[src/blss_pkg.sv]
// shared types and constants for the binary load segment splitter
`timescale 1ns / 1ps
`default_nettype none
package blss_pkg;

  // result status codes
  typedef enum logic [2:0] {
    ST_CHUNK      = 3'd0,
    ST_BAD_HEADER = 3'd1,
    ST_END_BELOW  = 3'd2,
    ST_TRUNCATED  = 3'd3,
    ST_TOO_LONG   = 3'd4
  } status_t;

  // chunk kinds
  typedef enum logic [1:0] {
    KIND_DATA = 2'd0,
    KIND_RUN  = 2'd1,
    KIND_INIT = 2'd2
  } kind_t;

  // one result beat
  typedef struct packed {
    status_t     status;
    logic [15:0] chunk_start;
    logic [15:0] chunk_end;
    logic [15:0] chunk_length;
    logic [15:0] file_offset;
    kind_t       chunk_kind;
    logic [15:0] bank_number;
  } result_t;

  localparam logic [7:0]  MARK_BYTE   = 8'hFF;
  localparam logic [15:0] RUN_START   = 16'h02E0;
  localparam logic [15:0] RUN_END     = 16'h02E1;
  localparam logic [15:0] INIT_START  = 16'h02E2;
  localparam logic [15:0] INIT_END    = 16'h02E3;
  localparam logic [15:0] LIMIT_RESET = 16'(8192 - 32 - 6);

endpackage
`default_nettype wire

[src/blss_parser.sv]
// parser state and per-byte result logic
`timescale 1ns / 1ps
`default_nettype none
module blss_parser (
  input  wire logic             clk,
  input  wire logic             rst_n,
  input  wire logic             step,       // byte in the input register is consumed
  input  wire logic [7:0]       data_byte,
  input  wire logic             last_byte,
  input  wire logic [15:0]      chunk_limit,
  output      logic             produce,    // the byte in the input register gives a result
  output      blss_pkg::result_t res
);

  typedef enum logic [2:0] {
    PH_SLO   = 3'd0,
    PH_MARK2 = 3'd1,
    PH_SLO2  = 3'd2,
    PH_SHI   = 3'd3,
    PH_ELO   = 3'd4,
    PH_EHI   = 3'd5,
    PH_DATA  = 3'd6
  } phase_t;

  phase_t      phase_r, phase_nxt;
  logic [16:0] offset_r, offset_nxt;
  logic [7:0]  low_r, low_nxt;
  logic [15:0] seg_start_r, seg_start_nxt;
  blss_pkg::kind_t kind_r, kind_nxt;
  logic [16:0] data_left_r, data_left_nxt;
  logic [15:0] chunk_left_r, chunk_left_nxt;
  logic [15:0] next_addr_r, next_addr_nxt;
  logic [15:0] bank_r, bank_nxt;
  logic [16:0] fill_r, fill_nxt;
  logic        halt_r, halt_nxt;

  logic [15:0] lim;
  logic [15:0] len;
  logic [16:0] fill_sum;
  logic [15:0] seg_end;
  logic        emit;
  blss_pkg::status_t err;

  // effective limit and chunk length
  assign lim      = (chunk_limit == 16'd0) ? 16'd1 : chunk_limit;
  assign len      = (data_left_r < {1'b0, lim}) ? data_left_r[15:0] : lim;
  assign fill_sum = fill_r + {1'b0, len};
  assign seg_end  = {data_byte, low_r};

  // next state and error detection
  always_comb begin
    phase_nxt      = phase_r;
    offset_nxt     = offset_r;
    low_nxt        = low_r;
    seg_start_nxt  = seg_start_r;
    kind_nxt       = kind_r;
    data_left_nxt  = data_left_r;
    chunk_left_nxt = chunk_left_r;
    next_addr_nxt  = next_addr_r;
    bank_nxt       = bank_r;
    fill_nxt       = fill_r;
    halt_nxt       = halt_r;
    err            = blss_pkg::ST_CHUNK;
    emit           = 1'b0;
    if (!halt_r) begin
      if (offset_r[16]) begin
        err = blss_pkg::ST_TOO_LONG;
      end else begin
        offset_nxt = offset_r + 17'd1;
        case (phase_r)
          PH_SLO: begin
            if (data_byte == blss_pkg::MARK_BYTE) begin
              low_nxt   = data_byte;
              phase_nxt = PH_MARK2;
            end else if (offset_r == 17'd0) begin
              err = blss_pkg::ST_BAD_HEADER;
            end else begin
              low_nxt   = data_byte;
              phase_nxt = PH_SHI;
            end
          end
          PH_MARK2: begin
            if (data_byte == blss_pkg::MARK_BYTE) begin
              phase_nxt = PH_SLO2;
            end else if (offset_r < 17'd2) begin
              err = blss_pkg::ST_BAD_HEADER;
            end else begin
              seg_start_nxt = {data_byte, low_r};
              phase_nxt     = PH_ELO;
            end
          end
          PH_SLO2, PH_ELO: begin
            low_nxt   = data_byte;
            phase_nxt = (phase_r == PH_SLO2) ? PH_SHI : PH_EHI;
          end
          PH_SHI: begin
            seg_start_nxt = {data_byte, low_r};
            phase_nxt     = PH_ELO;
          end
          PH_EHI: begin
            if (seg_end < seg_start_r) begin
              err = blss_pkg::ST_END_BELOW;
            end else begin
              data_left_nxt = {1'b0, seg_end} - {1'b0, seg_start_r} + 17'd1;
              if (seg_start_r == blss_pkg::RUN_START && seg_end == blss_pkg::RUN_END)
                kind_nxt = blss_pkg::KIND_RUN;
              else if (seg_start_r == blss_pkg::INIT_START && seg_end == blss_pkg::INIT_END)
                kind_nxt = blss_pkg::KIND_INIT;
              else
                kind_nxt = blss_pkg::KIND_DATA;
              next_addr_nxt  = seg_start_r;
              chunk_left_nxt = 16'd0;
              phase_nxt      = PH_DATA;
            end
          end
          PH_DATA: begin
            // new chunk opens on this byte
            if (chunk_left_r == 16'd0) begin
              emit           = 1'b1;
              chunk_left_nxt = len - 16'd1;
              next_addr_nxt  = next_addr_r + len;
              if (fill_sum >= {1'b0, lim}) begin
                fill_nxt = 17'd0;
                bank_nxt = bank_r + 16'd1;
              end else begin
                fill_nxt = fill_sum;
              end
            end else begin
              chunk_left_nxt = chunk_left_r - 16'd1;
            end
            if (data_left_r != 17'd0) begin
              data_left_nxt = data_left_r - 17'd1;
            end
            if (data_left_r <= 17'd1) begin
              phase_nxt = PH_SLO;
            end
          end
          default: begin
            phase_nxt = PH_SLO;
          end
        endcase
      end
      // end of file checks
      if (err == blss_pkg::ST_CHUNK && last_byte) begin
        if (offset_r == 17'd0)
          err = blss_pkg::ST_BAD_HEADER;
        else if (phase_nxt != PH_SLO)
          err = blss_pkg::ST_TRUNCATED;
      end
      if (err != blss_pkg::ST_CHUNK) begin
        halt_nxt = 1'b1;
      end
    end
    // last byte returns the parser to its reset state
    if (last_byte) begin
      phase_nxt      = PH_SLO;
      offset_nxt     = 17'd0;
      low_nxt        = 8'd0;
      seg_start_nxt  = 16'd0;
      kind_nxt       = blss_pkg::KIND_DATA;
      data_left_nxt  = 17'd0;
      chunk_left_nxt = 16'd0;
      next_addr_nxt  = 16'd0;
      bank_nxt       = 16'd0;
      fill_nxt       = 17'd0;
      halt_nxt       = 1'b0;
    end
  end

  // result beat
  always_comb begin
    produce = emit || (err != blss_pkg::ST_CHUNK);
    if (err != blss_pkg::ST_CHUNK) begin
      res        = '0;
      res.status = err;
    end else begin
      res.status       = blss_pkg::ST_CHUNK;
      res.chunk_start  = next_addr_r;
      res.chunk_end    = next_addr_r + len - 16'd1;
      res.chunk_length = len;
      res.file_offset  = offset_r[15:0];
      res.chunk_kind   = kind_r;
      res.bank_number  = bank_r;
    end
  end

  // parser state
  always_ff @(posedge clk) begin
    if (!rst_n) begin
      phase_r      <= PH_SLO;
      offset_r     <= 17'd0;
      low_r        <= 8'd0;
      seg_start_r  <= 16'd0;
      kind_r       <= blss_pkg::KIND_DATA;
      data_left_r  <= 17'd0;
      chunk_left_r <= 16'd0;
      next_addr_r  <= 16'd0;
      bank_r       <= 16'd0;
      fill_r       <= 17'd0;
      halt_r       <= 1'b0;
    end else if (step) begin
      phase_r      <= phase_nxt;
      offset_r     <= offset_nxt;
      low_r        <= low_nxt;
      seg_start_r  <= seg_start_nxt;
      kind_r       <= kind_nxt;
      data_left_r  <= data_left_nxt;
      chunk_left_r <= chunk_left_nxt;
      next_addr_r  <= next_addr_nxt;
      bank_r       <= bank_nxt;
      fill_r       <= fill_nxt;
      halt_r       <= halt_nxt;
    end
  end

`ifndef SYNTH
  // halted parser stays silent
  a_halt_silent: assert property (@(posedge clk) disable iff (!rst_n)
    halt_r |-> !produce)
    else $error("result while halted");

  // data phase always has bytes left
  a_data_left: assert property (@(posedge clk) disable iff (!rst_n)
    (phase_r == PH_DATA) |-> (data_left_r != 17'd0))
    else $error("data phase with nothing left");

  // chunk never outruns its segment
  a_chunk_in_seg: assert property (@(posedge clk) disable iff (!rst_n)
    {1'b0, chunk_left_r} <= data_left_r)
    else $error("chunk longer than segment remainder");

  // last byte restarts the parser
  a_last_clears: assert property (@(posedge clk) disable iff (!rst_n)
    (step && last_byte) |=> (phase_r == PH_SLO && offset_r == 17'd0 && !halt_r))
    else $error("parser not cleared after last byte");
`endif

endmodule
`default_nettype wire

[src/blss_out_reg.sv]
// result register on the master side
`timescale 1ns / 1ps
`default_nettype none
module blss_out_reg (
  input  wire logic              clk,
  input  wire logic              rst_n,
  input  wire logic              load,
  input  wire blss_pkg::result_t res,
  input  wire logic              out_tready,
  output      logic              out_tvalid,
  output      logic              free,
  output      blss_pkg::result_t res_q
);

  logic              valid_r, valid_nxt;
  blss_pkg::result_t data_r;

  // register can take a new beat when empty or draining
  assign free       = !valid_r || out_tready;
  assign valid_nxt  = load || (valid_r && !out_tready);
  assign out_tvalid = valid_r;
  assign res_q      = data_r;

  always_ff @(posedge clk) begin
    if (!rst_n) begin
      valid_r <= 1'b0;
    end else begin
      valid_r <= valid_nxt;
    end
  end

  // payload needs no reset
  always_ff @(posedge clk) begin
    if (load) begin
      data_r <= res;
    end
  end

`ifndef SYNTH
  // loads only happen into a free register
  a_load_free: assert property (@(posedge clk) disable iff (!rst_n)
    load |-> free)
    else $error("result register overwritten");

  // a loaded beat shows up next cycle
  a_load_shows: assert property (@(posedge clk) disable iff (!rst_n)
    load |=> out_tvalid)
    else $error("loaded beat not presented");

  // stalled beat is not replaced
  a_stall_holds: assert property (@(posedge clk) disable iff (!rst_n)
    (out_tvalid && !out_tready) |=> $stable(data_r))
    else $error("stalled beat changed");
`endif

endmodule
`default_nettype wire

[src/binary_load_segment_splitter_unit.sv]
// top level: binary load file segment splitter
//
//  channel | direction | payload
//  in_     | slave     | tdata[7:0] data_byte, tlast last_byte
//  out_    | master    | tdata start/end/length/offset/bank, tuser status/kind
//  cfg_    | slave     | cfg_data[15:0] chunk_limit, always ready
//
//  one byte per cycle unless a result waits on a stalled result register; results go input register to result register
//  all parsing for a byte is done in the cycle it sits in the input register
//  a byte that gives a result waits only while the result register is full and stalled
//  bytes that give no result keep flowing past a stalled result
//  reset is synchronous, active low; chunk_limit resets to 8154
`timescale 1ns / 1ps
`default_nettype none
module binary_load_segment_splitter_unit (
  input  wire logic        clk,
  input  wire logic        rst_n,
  input  wire logic        in_tvalid,
  output      logic        in_tready,
  input  wire logic [7:0]  in_tdata,    // [7:0] data_byte
  input  wire logic        in_tlast,
  output      logic        out_tvalid,
  input  wire logic        out_tready,
  output      logic [79:0] out_tdata,   // [15:0] chunk_start, [31:16] chunk_end,
                                        // [47:32] chunk_length, [63:48] file_offset,
                                        // [79:64] bank_number
  output      logic [7:0]  out_tuser,   // [2:0] status, [4:3] chunk_kind, [7:5] zero
  input  wire logic        cfg_valid,
  output      logic        cfg_ready,
  input  wire logic [15:0] cfg_data
);

  logic [15:0]       limit_r;
  logic              s1_valid_r, s1_valid_nxt;
  logic [7:0]        s1_byte_r;
  logic              s1_last_r;
  logic              s1_go;
  logic              produce;
  logic              out_free;
  blss_pkg::result_t res;
  blss_pkg::result_t res_q;

  // configuration register
  assign cfg_ready = 1'b1;
  always_ff @(posedge clk) begin
    if (!rst_n) begin
      limit_r <= blss_pkg::LIMIT_RESET;
    end else if (cfg_valid) begin
      limit_r <= cfg_data;
    end
  end

  // input register handshake
  assign s1_go        = s1_valid_r && (!produce || out_free);
  assign in_tready    = !s1_valid_r || s1_go;
  assign s1_valid_nxt = (in_tvalid && in_tready) || (s1_valid_r && !s1_go);

  always_ff @(posedge clk) begin
    if (!rst_n) begin
      s1_valid_r <= 1'b0;
    end else begin
      s1_valid_r <= s1_valid_nxt;
    end
  end

  always_ff @(posedge clk) begin
    if (in_tvalid && in_tready) begin
      s1_byte_r <= in_tdata;
      s1_last_r <= in_tlast;
    end
  end

  blss_parser u_parser (
    .clk         (clk),
    .rst_n       (rst_n),
    .step        (s1_go),
    .data_byte   (s1_byte_r),
    .last_byte   (s1_last_r),
    .chunk_limit (limit_r),
    .produce     (produce),
    .res         (res)
  );

  blss_out_reg u_out_reg (
    .clk        (clk),
    .rst_n      (rst_n),
    .load       (s1_go && produce),
    .res        (res),
    .out_tready (out_tready),
    .out_tvalid (out_tvalid),
    .free       (out_free),
    .res_q      (res_q)
  );

  // pack the result beat
  assign out_tdata = {res_q.bank_number, res_q.file_offset, res_q.chunk_length,
                      res_q.chunk_end, res_q.chunk_start};
  assign out_tuser = {3'b000, res_q.chunk_kind, res_q.status};

endmodule
`default_nettype wire
[config.mk]
export PLATFORM = sky130hd
export DESIGN_NAME = binary_load_segment_splitter_unit
export DESIGN_NICKNAME = d
export VERILOG_FILES = /design/src/blss_pkg.sv /design/src/blss_parser.sv /design/src/blss_out_reg.sv /design/src/binary_load_segment_splitter_unit.sv
export SDC_FILE = /design/constraint.sdc
export NUM_CORES = 1
export LEC_CHECK = 0
export ABC_AREA = 1
export BUFFER_PORTS_ARGS = -buffer_cell sky130_fd_sc_hd__buf_4
export CAP_MARGIN = 10
export CORE_MARGIN = 10
export CORE_UTILIZATION = 65
export CTS_CLUSTER_DIAMETER = 150
export DETAILED_ROUTE_END_ITERATION = 10
export HOLD_SLACK_MARGIN = 0.08
export PLACE_DENSITY_LB_ADDON = 0.08
export SYNTH_ARGS = -nofsm -noshare
export SYNTH_HDL_FRONTEND = slang
export SYNTH_SLANG_ARGS = --single-unit
[constraint.sdc]
create_clock -name clk -period 8.1 [get_ports clk]
set_clock_uncertainty 0.05 [all_clocks]
set_input_delay 0.405 -clock clk [delete_from_list [all_inputs] [get_ports clk]]
set_output_delay 0.405 -clock clk [all_outputs]
set_load 0.1 [all_outputs]
-- After elaboration in Yosys (flattened, before gate mapping)
Index checks and enable logic that the tools add are counted.
- div/mod/pow operators: 0
- equality and inequality tests: 20
- multiply operators: 0
- muxes and demuxes: 86
- reduce and logical (&&, ||, !) cells: 46
- $add $sub $neg: 10
- bitwise gates (word level): 0
- $lt $le $gt $ge: 5
- shifts and indexed selects: 0
- operators by type and width (kind ; number):
    $mux W16 ; 23
    $mux W17 ; 14
    $pmux W16 S2 ; 3
    $eq A16 B10 Y1 const B ; 4
    $mux W3 ; 20
    $sub A16 B1 Y16 const B ; 3
    $mux W8 ; 5
    $add A17 B1 Y17 const B ; 2
    $pmux W17 S2 ; 1
    $logic_not A16 Y1 ; 2
    $reduce_and A6 Y1 ; 4
    $reduce_and A5 Y1 ; 4
    $pmux W3 S6 ; 1
    $reduce_bool A3 Y1 ; 6
    $add A17 B16 Y17 ; 1
    $ge A17 B16 Y1 ; 1
    $le A17 B1 Y1 const B ; 1
    $logic_not A17 Y1 ; 1
    $lt A17 B16 Y1 ; 1
    $lt A17 B2 Y1 const B ; 1
    $reduce_bool A17 Y1 ; 1
    $sub A16 B16 Y17 ; 1
    $sub A17 B1 Y17 const B ; 1
    $add A16 B1 Y16 const B ; 1
    other kinds (22) ; 65
- output and inout bits: 91
- bits of input ports: 30
- RAM bits: 0
- logic and storage cells: 191
- memories: 0
- latch bits: 0
- flip-flop bits (word level): 241
- ROM bits: 0

-- Depth between registers and ports, before layout
- word-level depth: 20
- gate-level depth with buffers: 40
- gate-level depth less buffers: 39

-- Hierarchy
Synthesis repeated with hierarchy kept, for this count alone.
- cell total of the unflattened synthesis: 2076
- area total of the unflattened synthesis: 15088.2 um2
- by module, submodules not included (module ; area each (um2) ; cells an instance ; instances ; sequential area each (um2)):
    blss_parser ; 11568.6 ; 1891 ; 1 ; 2582.5
    blss_out_reg ; 2598.7 ; 91 ; 1 ; 2572.5
    binary_load_segment_splitter_unit ; 920.9 ; 94 ; 1 ; 610.6

-- Worst setup path after synthesis
No wires, ideal clock.
- path kind: reg-to-reg
- start point: reg limit_r[10]
- end point: reg u_parser.bank_r[10]
- cell stages (with the launch flop): 37
- slack: 3006 ps
- arrival time: 4912 ps
- path buffers: 2
- setup time: 132 ps
- required time: 7918 ps
- period minus slack after synthesis: 5094 ps
- cell sequence: dfxtp_1 -> inv_1 -> ha_1 -> nand2_1 -> inv_1 -> o21bai_1 -> nand2_1 -> nand2_1 -> nand2_1 -> a21oi_1 -> buf_2 -> nand3_1 -> nand2_1 -> inv_1 -> fa_1 -> nand3_1 -> nand2_1 -> nand2_1 -> nand2_1 -> nand2_1 -> nand2_1 -> a21oi_1 -> o21ai_0 -> nand3_1 -> nand2_1 -> nand2_1 -> nand2_1 -> ha_1 -> nand2_1 -> nor3_1 -> a311oi_1 -> a31o_2 -> inv_1 -> nand4_1 -> buf_2 -> nand2_1 -> a21oi_1
- longest elaborated chain between the ends: 8
- ends and longest elaborated chain (element ; line ; text):
    from (decl) ; binary_load_segment_splitter_unit.sv:33 ; logic [15:0] limit_r;
    from (signal assigned) ; binary_load_segment_splitter_unit.sv:47 ; limit_r <= blss_pkg::LIMIT_RESET;
    from (signal assigned) ; binary_load_segment_splitter_unit.sv:49 ; limit_r <= cfg_data;
    $logic_not A16 Y1 ; blss_parser.sv:45 ; assign lim = (chunk_limit == 16'd0) ? 16'd1 : chunk_limit;
    $mux W16 (*) ; blss_parser.sv:45 ;
    $lt A17 B16 Y1 ; blss_parser.sv:46 ; assign len = (data_left_r < {1'b0, lim}) ? data_left_r[15:0] : lim;
    $mux W16 (*) ; blss_parser.sv:46 ;
    named net u_parser.len[1] ; blss_parser.sv:38 ; logic [15:0] len;
    $add A17 B16 Y17 (*) ; blss_parser.sv:47 ; assign fill_sum = fill_r + {1'b0, len};
    $ge A17 B16 Y1 (*) ; blss_parser.sv:122 ; if (fill_sum >= {1'b0, lim}) begin
    $reduce_bool A2 Y1 (no source line) (*) ; -- ;
    $reduce_and A6 Y1 (no source line) (*) ; -- ;
    to (signal assigned) ; blss_parser.sv:210 ; bank_r <= bank_nxt;
    to (decl) ; blss_parser.sv:33 ; logic [15:0] bank_r, bank_nxt;
The timed path passes the listed nets; every way through them passes the cells marked *.
A chain may end at the register's enable or synchronous reset.

-- Final worst setup path
- start point: reg limit_r[15]
- end point: reg u_parser.bank_r[1]
Same word-level chain as after synthesis.

==> metrics.cfg <==
[outcome]
status = completed

[power_and_ir_drop]
p_leak_nw = 8.12
p_total_mw = 4.02
powerDensity_nw_per_um2 = 224
peakVddDrop_mv = 0.211

[sta]
final_hold_viol_count = 0
worstMarginPinSlew_ps = 926
max_freq_mhz = 143
slew_viol_final = 0
min_period_ps = 6980
period_share_pct = 86.2
timing.hold.ws_ps = 99.5
setup_tns_ps = 0
slew_headroom_pct = 38.3
setup_viol = 0
rsz0062_at_grt = false

[synth]
ys_seq_area_share_pct = 36.4
ys_warn_count = 0
syn_area_sq_um = 15800
syn-instance-count = 2236
yosysUniqueCellTypes = 52
synthArstFlopShare_pct = 0
synth_seq_cells = 241
avgSynthCellArea_sq_um = 7.08
synth_flop_cell = dfxtp_1
synth_edf_count = 94

[grt]
grt_pass1_vias = 15200
grt_antenna_before_repair = 0
grt_start_max_net_pins = 74
overflow = 0
grt_pass1_wl_mm = 77.7
grt_use_total_pct = 30.3

[worst_setup_path]
cp_data_required_time_ps = 8460
critPathTopFamily = simple AND/OR/NAND/NOR gates
crit_arrival_ps = 7350
crit_buf_inv = 3
regToRegSetupSlack_ps = 1120
slowest_delay_ps = 710
path_max_fanout = 18
worst_r2r_path_depth = 32
path_class = reg2reg
reg2reg_from = limit_r[15]$_SDFFE_PN0P_
slowest_stage = nand4_1
r2r-end = u_parser.bank_r[1]$_SDFFE_PN0P_
crit_path_end_kind = flip-flop
startpoint_type = flip-flop
cpMostUsedCell = nand2_1

[min_path]
min_path_cells = 3
worstHoldEndpoint = limit_r[3]$_SDFFE_PN1P_
hold_class = in2reg
hold_start = cfg_data[3]

[route]
wl_per_cell_um = 18.0
wl_mm = 48.3
drt_iter0_drc = 1864
routed_via_density = 5.88
drcViolationCount = 0
first_pass_iters = 6
vias = 15800
drtAntennaViolNets = 0

[floorplanning]
die_y_um = 176
dieArea_sq_um = 31000
core_sq_um = 24100
fp.dieW_um = 176
ios = 121
rows = 57
floorplan.initialDensity_pct = 65.6

[placed_design]
post-dp-hpwl_mm = 34.9
gp_congestion = 0.997
port_buffers = 116

[layout]
fillers = 1934
area.growth.synth_to_final_pct = 13.5
nNetsFinal = 2480
post-route-util_pct = 74.5
layout-drive-gt1-share_pct = 9.25
antenna_cells = 0

[clocking]
cts_tree = done
cts_setup_buffers = 0
clock_sink_count = 241
numCtsBuffers = 26
cts_max_level = 1
ctsResizeCount = 0
cts.clk_slew.worst_paths_ps = 60
clk_latency_ps = 550
clockRootBuffer = clkbuf_16
cts.path.max_buffers = 3

[job]
cap_viol_max_count = 0

-- layout make-up --
| class | count | area, sq um | share of cell area (%) |
|---|---|---|---|
| Tap cell | 324 | 405 | 2.26 |
| Inverter | 277 | 1040 | 5.80 |
| Clock buffer | 31 | 701 | 3.90 |
| Clock inverter | 17 | 220 | 1.23 |
| Sequential cell | 241 | 5770 | 32.1 |
| Timing Repair Buffer | 150 | 1170 | 6.52 |
| Multi-Input combinational cell | 1641 | 8650 | 48.2 |
-- logic make-up after synthesis --
family                   share of synthesized area, %
buffers and inverters                            8.99
AND/OR/NAND/NOR                                  30.5
AO/OA/AOI/OAI                                    11.6
adder cells (fa/ha/maj)                          9.41
XOR/XNOR                                         2.99
other                                          0.0475
flip-flops                                       36.4
-- per-layer routing --
layer / up-vias / share of wire, % / GRT usage (%)
li1: 7556 / - / -
met1: 7253 / 41 / 39.5
met2: 822 / 46 / 49.5
met3: 146 / 9.0 / 4.87
met4: 0 / 3.7 / 12.3
met5: - / 0 / 0
-- repair_timing --
item                                   in CTS  in global routing
setup endpoints to repair                   0                  0
endpoints found under the hold margin      18                  0
hold buffers                               18                  0
-- layout by cell type, fill, tap and decap left out, types with 6 or more instances in the layout --
master,count
nand2_1,476
nor2_1,345
inv_1,267
a21oi_1,195
dfxtp_1,147
nand3_1,133
buf_4,132
ha_1,103
edfxtp_1,94
o21ai_0,88
nand4_1,63
nor3_1,61
xor2_1,44
clkbuf_16,27
dlygate4sd3_1,18
o22ai_1,17
nor4_1,15
xnor2_1,10
fa_1,10
or2_2,8
nand2_2,7
inv_2,7
nor2_2,7
a31oi_1,6
-- how the worst max path moves through the flow --
| stage | start | endpoint | slack [ps] | depth (start not counted) |
|---|---|---|---|---|
| 3_5_place_dp | limit_r[15]$_SDFFE_PN0P_ | u_parser.bank_r[1]$_SDFFE_PN0P_ | 1350 | 32 |
| 2_1_floorplan | limit_r[10]$_SDFFE_PN1P_ | u_parser.bank_r[10]$_SDFFE_PN0P_ | 3010 | 36 |
| 4_1_cts | limit_r[15]$_SDFFE_PN0P_ | u_parser.bank_r[1]$_SDFFE_PN0P_ | 1270 | 32 |
| 5_1_grt | limit_r[15]$_SDFFE_PN0P_ | u_parser.bank_r[1]$_SDFFE_PN0P_ | 420 | 32 |
| 3_3_place_gp | limit_r[15]$_SDFFE_PN0P_ | u_parser.bank_r[1]$_SDFFE_PN0P_ | 1670 | 32 |
| 6_report | limit_r[15]$_SDFFE_PN0P_ | u_parser.bank_r[1]$_SDFFE_PN0P_ | 1120 | 32 |
-- through the flow --
step                worst slack [ps]  instance area [sq um]  std cells
floorplan                       3010                  15800       2238
finish                          1120                  18000       2681
detailed placement              1350                  16900       2615
CTS                             1270                  18000       2681
global placement                1670                  16900       2615
global route                     424                  18000       2681
-- Yosys cell counts (44+ instances only) --
cell type	count	share of area, %
nand2_1	476	11
nand4_1	63	2.5
edfxtp_1	94	18
nor2_1	345	8.2
dfxtp_1	147	19
xor2_1	44	2.4
nor3_1	61	1.9
inv_1	268	6.4
o21ai_0	88	2.8
ha_1	103	8.1
clkbuf_1	50	1.2
nand3_1	133	4.2
a21oi_1	195	6.2
-- registers in the layout (all words and copies together), names as in the netlist, 16 cells and up --
register               cells
limit_r                   16
u_out_reg.res_q           85
u_parser.bank_r           16
u_parser.chunk_left_r     16
u_parser.data_left_r      17
u_parser.fill_r           17
u_parser.next_addr_r      16
u_parser.offset_r         17
u_parser.seg_start_r      16
-- worst reg2reg max path, delay by kind of cell (launching register included) --
| kind | cells | cell delay [ps] |
|---|---|---|
| AND/OR/NAND/NOR | 19 | 3080 |
| adder cells (fa/ha/maj) | 4 | 1370 |
| buffers and inverters | 3 | 540 |
| flip-flops | 1 | 350 |
| AO/OA/AOI/OAI | 6 | 1440 |
-- report_power, final --
part | switching, mW | leakage, nW | internal (mW) | total, mW
sequential | 0.0431 | 2.06 | 1.35 | 1.40
clock | 0.518 | 0.440 | 0.777 | 1.29
combinational | 0.999 | 5.62 | 0.334 | 1.33
total | 1.56 | 8.12 | 2.46 | 4.02
(Power assumes the default switching activity.)
